### src/hw/rtl/prq_pkg.sv
// Shared types and constants for the priority ready queue.
package prq_pkg;

  localparam int unsigned PrqDepth       = 64;
  localparam int unsigned PrqPriorityTop = 63;
  localparam int unsigned IdW            = 10;
  localparam int unsigned PriW           = 6;

  typedef enum logic {
    OP_ENQ = 1'b0,
    OP_DEQ = 1'b1
  } op_e;

  typedef enum logic [1:0] {
    ST_OK    = 2'd0,
    ST_EMPTY = 2'd1,
    ST_FULL  = 2'd2
  } status_e;

  typedef struct packed {
    op_e             opcode;
    logic [IdW-1:0]  thread_id;
    logic [PriW-1:0] priority_req;
  } in_item_t;

  typedef struct packed {
    status_e         status;
    logic [IdW-1:0]  chosen_id;
    logic [PriW-1:0] chosen_priority;
  } out_item_t;

  // one queued thread
  typedef struct packed {
    logic [IdW-1:0]  id;
    logic [PriW-1:0] pri;
  } entry_t;

  // broadcast to every cell
  typedef struct packed {
    logic   enq;
    logic   deq;
    entry_t ent;
  } cell_cmd_t;

endpackage

### src/hw/rtl/prq_cell.sv
// One slot of the sorted queue chain.
module prq_cell (
  input  logic              clk_i,
  input  prq_pkg::cell_cmd_t cmd_i,
  input  logic              occupied_i,
  input  logic              left_gt_i,
  input  prq_pkg::entry_t   left_ent_i,
  input  prq_pkg::entry_t   right_ent_i,
  output logic              gt_o,
  output prq_pkg::entry_t   ent_o
);
  import prq_pkg::*;

  entry_t ent_q, ent_d;

  // new item sorts in front of this slot (free slots always yield)
  assign gt_o  = !occupied_i || (cmd_i.ent.pri > ent_q.pri);
  assign ent_o = ent_q;

  always_comb begin
    ent_d = ent_q;
    if (cmd_i.enq) begin
      if (left_gt_i) begin
        ent_d = left_ent_i;
      end else if (gt_o) begin
        ent_d = cmd_i.ent;
      end
    end else if (cmd_i.deq) begin
      ent_d = right_ent_i;
    end
  end

  always_ff @(posedge clk_i) begin
    ent_q <= ent_d;
  end

endmodule

### src/hw/rtl/priority_ready_queue.sv
// Top level of the priority ready queue: cell chain, count and result register.
//
// Ready queue for a priority thread scheduler.
// Input channel (in_valid_i / in_stall_o / in_data_i): an enqueue item adds
// thread_id with priority_req (clipped to PRIORITY_TOP); a dequeue item
// removes the highest-priority entry, oldest first among equal priorities.
// Output channel (out_valid_o / out_stall_i / out_data_o): exactly one
// result item per input item, in order. status is OK, EMPTY (dequeue with
// nothing queued, run idle) or FULL (enqueue refused, queue unchanged).
// Entries live in a chain of DEPTH cells kept sorted by priority, then by
// arrival. An enqueue opens a gap at its sorted place, each cell taking its
// left neighbor's entry; a dequeue takes cell 0 and shifts the chain left.
// Result: registered in the cycle after the item is accepted.
// Throughput: one item per cycle; the whole chain moves in one step.
// Receiver stall: the result holds in the output register and in_stall_o
// rises, so no further item is taken until the result leaves.
// Reset: clears the entry count and the output valid; the queue is empty.
// Cell contents are not reset, only slots below the count are read.
module priority_ready_queue #(
  parameter int unsigned DEPTH        = prq_pkg::PrqDepth,
  parameter int unsigned PRIORITY_TOP = prq_pkg::PrqPriorityTop
) (
  input  logic               clk_i,
  input  logic               rst_ni,
  input  logic               in_valid_i,
  output logic               in_stall_o,
  input  prq_pkg::in_item_t  in_data_i,
  output logic               out_valid_o,
  input  logic               out_stall_i,
  output prq_pkg::out_item_t out_data_o
);
  import prq_pkg::*;

  localparam int unsigned CntW    = $clog2(DEPTH + 1);
  localparam int unsigned TopClip = (PRIORITY_TOP > (2**PriW - 1)) ?
                                    (2**PriW - 1) : PRIORITY_TOP;
  localparam logic [PriW-1:0] TopPri = PriW'(TopClip);

  logic [CntW-1:0] count_q, count_d;
  logic            out_valid_q;
  out_item_t       out_data_q, out_data_d;

  logic            in_acc;
  logic            full, empty;
  logic [PriW-1:0] pri_sat;
  cell_cmd_t       cmd;

  logic   [DEPTH-1:0] gt;
  logic   [DEPTH-1:0] occ;
  entry_t             ent [DEPTH];

  assign in_stall_o  = out_valid_q && out_stall_i;
  assign in_acc      = in_valid_i && !in_stall_o;
  assign out_valid_o = out_valid_q;
  assign out_data_o  = out_data_q;

  assign full    = (count_q == CntW'(DEPTH));
  assign empty   = (count_q == '0);
  assign pri_sat = (in_data_i.priority_req > TopPri) ? TopPri : in_data_i.priority_req;

  always_comb begin
    cmd.enq     = in_acc && (in_data_i.opcode == OP_ENQ) && !full;
    cmd.deq     = in_acc && (in_data_i.opcode == OP_DEQ) && !empty;
    cmd.ent.id  = in_data_i.thread_id;
    cmd.ent.pri = pri_sat;
  end

  // chain of cells, cell 0 is the head
  for (genvar i = 0; i < DEPTH; i++) begin : g_cell
    logic   left_gt;
    entry_t left_ent;
    entry_t right_ent;

    assign occ[i] = (count_q > CntW'(i));

    if (i == 0) begin : g_head
      assign left_gt  = 1'b0;
      assign left_ent = cmd.ent;
    end else begin : g_body
      assign left_gt  = gt[i-1];
      assign left_ent = ent[i-1];
    end

    if (i == DEPTH - 1) begin : g_tail
      assign right_ent = '0;
    end else begin : g_inner
      assign right_ent = ent[i+1];
    end

    prq_cell u_cell (
      .clk_i       (clk_i),
      .cmd_i       (cmd),
      .occupied_i  (occ[i]),
      .left_gt_i   (left_gt),
      .left_ent_i  (left_ent),
      .right_ent_i (right_ent),
      .gt_o        (gt[i]),
      .ent_o       (ent[i])
    );
  end

  // result and count update
  always_comb begin
    count_d    = count_q;
    out_data_d = out_data_q;
    if (in_acc) begin
      out_data_d.status          = ST_OK;
      out_data_d.chosen_id       = '0;
      out_data_d.chosen_priority = '0;
      if (in_data_i.opcode == OP_ENQ) begin
        if (full) begin
          out_data_d.status = ST_FULL;
        end else begin
          count_d = count_q + CntW'(1);
        end
      end else begin
        if (empty) begin
          out_data_d.status = ST_EMPTY;
        end else begin
          out_data_d.chosen_id       = ent[0].id;
          out_data_d.chosen_priority = ent[0].pri;
          count_d = count_q - CntW'(1);
        end
      end
    end
  end

  always_ff @(posedge clk_i or negedge rst_ni) begin
    if (!rst_ni) begin
      count_q     <= '0;
      out_valid_q <= 1'b0;
    end else begin
      count_q <= count_d;
      if (in_acc) begin
        out_valid_q <= 1'b1;
      end else if (!out_stall_i) begin
        out_valid_q <= 1'b0;
      end
    end
  end

  always_ff @(posedge clk_i) begin
    out_data_q <= out_data_d;
  end

  // checks
  a_count_bound : assert property (@(posedge clk_i) disable iff (!rst_ni)
    count_q <= CntW'(DEPTH))
    else $error("entry count above depth");

  a_deq_count : assert property (@(posedge clk_i) disable iff (!rst_ni)
    (in_acc && in_data_i.opcode == OP_DEQ && !empty) |=>
      (count_q == $past(count_q) - CntW'(1)))
    else $error("dequeue did not drop the count");

  a_head_sorted : assert property (@(posedge clk_i) disable iff (!rst_ni)
    (count_q >= CntW'(2)) |-> (ent[0].pri >= ent[1].pri))
    else $error("head entry out of priority order");

  a_result_source : assert property (@(posedge clk_i) disable iff (!rst_ni)
    $rose(out_valid_q) |-> $past(in_acc))
    else $error("result without accepted item");

endmodule
### config.mk
export PLATFORM = sky130hd
export DESIGN_NAME = priority_ready_queue
export DESIGN_NICKNAME = d
export VERILOG_FILES = /design/src/hw/rtl/prq_pkg.sv /design/src/hw/rtl/prq_cell.sv /design/src/hw/rtl/priority_ready_queue.sv
export SDC_FILE = /design/constraint.sdc
export NUM_CORES = 2
export LEC_CHECK = 0
export ABC_AREA = 1
export BUFFER_PORTS_ARGS = -buffer_cell sky130_fd_sc_hd__clkbuf_2
export CELL_PAD_IN_SITES_DETAIL_PLACEMENT = 0
export CELL_PAD_IN_SITES_GLOBAL_PLACEMENT = 2
export CORE_MARGIN = 3
export CORE_UTILIZATION = 37
export CTS_BUF_LIST = sky130_fd_sc_hd__clkbuf_8
export CTS_CLUSTER_SIZE = 20
export DETAILED_ROUTE_END_ITERATION = 10
export GPL_TIMING_DRIVEN = 1
export PLACE_DENSITY = 0.82
export SYNTH_ARGS = -nofsm -noshare
export SYNTH_HDL_FRONTEND = slang
export SYNTH_HIERARCHICAL = 1
export SYNTH_SLANG_ARGS = --single-unit
export TNS_END_PERCENT = 5
### constraint.sdc
create_clock -name clk_i -period 18 [get_ports clk_i]
set_clock_uncertainty 0.2 [all_clocks]
set_input_delay 5.4 -clock clk_i [delete_from_list [all_inputs] [get_ports clk_i]]
set_output_delay 5.4 -clock clk_i [all_outputs]
set_load 0.1 [all_outputs]
After elaboration in Yosys (flattened, before gate mapping)

Index checks and enable logic that the tools add are counted.

Flip-flop bits (word level): 1050
Input bits: 21
Output and inout port bits: 20
Logic and storage cells: 802

Add/subtract/negate cells: 2
Order comparisons: 129
Equality and inequality tests: 68
Mux-type cells: 264
Bitwise operators: 1
Reduce and logical (&&, ||, !) cells: 205

Operators with widths:

| kind                                                                             | count |
|---|---|
| 16-bit two-way mux                                                               | 255 |
| 6-bit greater-than comparator                                                    | 64 |
| 7-bit by 6-bit greater-than comparator with 1-bit output (second input constant) | 32 |
| 3-bit by 1-bit inequality test with 1-bit output (second input constant)         | 63 |
| 2-bit AND reduction                                                              | 64 |
| 7-bit by 5-bit greater-than comparator with 1-bit output (second input constant) | 16 |
| 1-bit zero test                                                                  | 67 |
| 1-bit logical OR                                                                 | 64 |
| 7-bit by 4-bit greater-than comparator with 1-bit output (second input constant) | 8 |
| 7-bit by 3-bit greater-than comparator with 1-bit output (second input constant) | 4 |
| 7-bit two-way mux                                                                | 3 |
| 7-bit by 1-bit greater-than comparator with 1-bit output (second input constant) | 2 |
| 7-bit by 2-bit greater-than comparator with 1-bit output (second input constant) | 2 |
| 7-bit by 1-bit adder with 7-bit output (second input constant)                   | 1 |
| 7-bit == test (second input constant)                                            | 1 |
| 7-bit zero test                                                                  | 1 |
| 7-bit by 1-bit subtractor with 7-bit output (second input constant)              | 1 |
| 6-bit greater-than comparator (second input constant)                            | 1 |
| 1-bit logical AND                                                                | 6 |
| 6-bit two-way mux                                                                | 1 |
| 2-bit two-way mux                                                                | 2 |
| 2-bit by 1-bit inequality test with 1-bit output (second input constant)         | 2 |
| 2-bit inequality test (second input constant)                                    | 2 |
| 1-bit two-way mux                                                                | 3 |
| other kinds (4)                                                                  | 4 |

Longest topological paths before layout

Depth after elaboration: 7
Mapped depth: 14
Gate-level depth less buffers: 13

Modules after synthesis

Netlist, hierarchy kept.

By module, submodules not included:

| module               | instances | cells an instance | area each (um2) | sequential area each (um2) |
|---|---|---|---|---|
| prq_cell             | 64        | 121               | 988.4           | 480.5 |
| priority_ready_queue | 1         | 318               | 2316.0          | 740.7 |

Least setup slack after synthesis

No wires, ideal clock.

Kind: input to register
From: in out_stall_i
To: reg g_cell[0].u_cell.ent_q, in the netlist g_cell[0].u_cell/ent_o[4] (data pin)
Library setup time: 159 ps
Arrival time: 23102 ps
Required time: 17641 ps
Path slack: -5460 ps
Stages: 8
Path buffers: 1
Cell sequence: nand2_1 > inv_1 > nor2_2 > nand2_1 > nor2_1 > buf_2 > o21ai_0 > o21ai_1

RTL lines:

| element              | RTL line                   | RTL |
|---|---|---|
| from (decl)          | priority_ready_queue.sv:29 | `input logic out_stall_i,` |
| to (signal assigned) | prq_cell.sv:34             | `ent_q <= ent_d;` |
| to (decl)            | prq_cell.sv:14             | `entry_t ent_q, ent_d;` |

Final worst setup path

From: in out_stall_i
To: out in_stall_o

Longest elaborated chain between the ends: 1

RTL lines:

| element           | RTL line                   | RTL |
|---|---|---|
| 1-bit logical AND | priority_ready_queue.sv:52 | `assign in_stall_o = out_valid_q && out_stall_i;` |
| to (decl)         | priority_ready_queue.sv:26 | `output logic in_stall_o,` |

No other way between the ends.

==> out/results.txt <==
count of hold-fix buffers inserted at cts -> 0
Max-Cap Viols -> 0
Clk Tree Root Cell -> clkbuf_8
vias post-DR -> 55090
gpl congestion -> 0.8422
CTS buffer count -> 193
vias in the first global route -> 53990
Final nets -> 8496
Crit path top cell by count -> clkbuf_2
die area -> 182300 sq um
Die W -> 427.0 um
postcts setup bufs -> 0
clock power share -> 23.7%
Comb pwr share -> 35.0%
post-DR vias/cell -> 5.216
Cell Int Power -> 5.101 mW
crit path buf inv count -> 3
CTS tree -> built
min Tclk post-route -> 11.72 ns
Synth Instances -> 8061
Clock transition at path regs -> 0.06 ns
Slowest Stage Delay on Critical Path -> 0.47 ns
first-pass GRT wire length -> 316600 um
Reg power frac -> 41.3%
Die Span Y -> 427.0 um
Detail Route Antenna Nets -> 0
hpwl dp -> 138600 um
DRT iter0 DRCs -> 4717
Post-Syn Area -> 65570 sq um
Final Cycle Share -> 65.12%
fmax -> 85.31 MHz
Hold Crit Start -> out_valid_o
Max H-tree Level -> 4
CTS Sinks -> 1050
total grt overflow -> 0
total wire length -> 204600 um
DP Worst Slack -> 6.271 ns
row count -> 153
CP max FO -> 3
CP Launch Type -> input port
Finish-stage setup viols -> 0
post-route setup slack -> 6.278 ns
Peak VDD IR -> 78.71 uV
RSZ-0062 raised after global routing -> no
quantity of I/O buffers inserted on ports -> 40
arrival time worst endpoint -> 6.12 ns
initial antenna violation count -> 5
crit-path leading delay family -> buffers and inverters
Worst Hold Class -> flop to flop
post-CTS sizing -> 0
worst-skew pair later-pin latency -> 0.95 ns
CP Class -> input port to output pin
Slew headroom -> 15.29%
Switching Fraction -> 42.66%
routed length per instance -> 19.38 um
share of cells above drive strength 1 -> 6.667%
Residual DRC -> 0
Static Leakage -> 30.16 nW
total negative slack -> 0 ns
CP startpoint -> out_stall_i
Hold Vio Cnt, Final -> 0
syn avg cell area -> 8.135 sq um
Tot GR Track Use -> 22.06%
Setup crit end kind -> output pin
Max Slew Vio Count -> 0
Area Growth Syn to Fin -> 7.688%
Max stage delay cell, worst path -> clkbuf_2
Cell Pwr Density -> 126.0 nW/um^2
CORE AREA -> 175000 sq um
Bufs on Longest Clock Path -> 3
required time of the critical path -> 12.40 ns
Switch Pwr -> 3.795 mW
actual slew at the worst max-slew pin -> 1.257 ns
Synth warnings -> 6
top-level port count -> 41
Starting Density -> 37.48%
pin count of the biggest net entering global routing -> 189
reg2reg start -> count_q[1]
post-layout utilization of the core -> 40.36%
result of the run -> finished, final reports clean
drt first pass iters -> 5
crit path cell chain -> clkbuf_2, nand2_1, inv_1, clkbuf_2
[power groups by stage]
stage	sequential, mW	combinational, mW	clock (mW)
6_report	3.67	3.12	2.11
5_1_grt	3.72	3.55	2.28
4_1_cts	3.68	3.11	2.18
3_5_place_dp	3.72	3.10	0
3_3_place_gp	3.73	3.05	0
2_1_floorplan	3.55	2.42	0
[per-stage QoR]
stage          hold slack [ns]  cell area [sq um]  instances  power [mW]
2_1_floorplan           0.3000              65670       8085       5.968
3_3_place_gp            0.2952              67210      10220       6.772
3_5_place_dp            0.2852              67210      10220       6.823
4_1_cts                 0.2945              70610      10560       8.968
5_1_grt                 0.3421              70610      10560       9.551
6_report                0.2880              70610      10560       8.897
[registers in the layout, indices dropped and copies added, names as in the netlist]
signal and cells:
out_valid_o 1, count_q 7, out_data_o 18, g_cell.u_cell/ent_o 1024
[worst min-delay path: cells and delay by family, from the launching register on]
| kind | cells | cell delay (ns) |
|---|---|---|
| simple gates | 2 | 0.11 |
| flops | 1 | 0.34 |
[layer usage]
layer | vias up | GRT usage (%) | share of wire (%)
met2 | 1554 | 35.37 | 46
met5 | - | 0 | 0
met4 | 0 | 5.339 | 2.0
li1 | 27100 | - | -
met1 | 26150 | 31.52 | 47
met3 | 285 | 2.898 | 5.8
[final timing paths]
path                                               endpoint  slack [ns]  cells past startpoint
max in group asynchronous                        count_q[5]       13.22                      1
worst min register to register                  out_valid_o        0.29                      2
worst max-delay path                             in_stall_o        6.28                      4
worst max register to register  g_cell[63].u_cell/ent_o[10]       12.81                     15
min in group asynchronous                       out_valid_o        4.13                      1
worst min-delay path                            out_valid_o        0.29                      2
[area by class of cell]
type                       count  area, sq um
antenna                        2        5.005
clock inverter               149        733.2
clock buffer                 194         2670
tap                         2325         2909
fill                       18130       104400
sequential                  1050        31490
timing repair buffer          75        550.5
multi-input combinational   5876        28910
inverter                     890         3349
[cell usage in the layout (no fill, tap or decap), drive strengths merged, types with 64 or more instances in the layout]
cell and instances:
o21ai 2068, nand2 1819, nor2 1199, edfxtp 1042
inv 967, ha 389, clkbuf 218, nand3 205
a21oi 77, clkinv 69, or2 64
No activity file was read; power rests on OpenSTA's default activity.
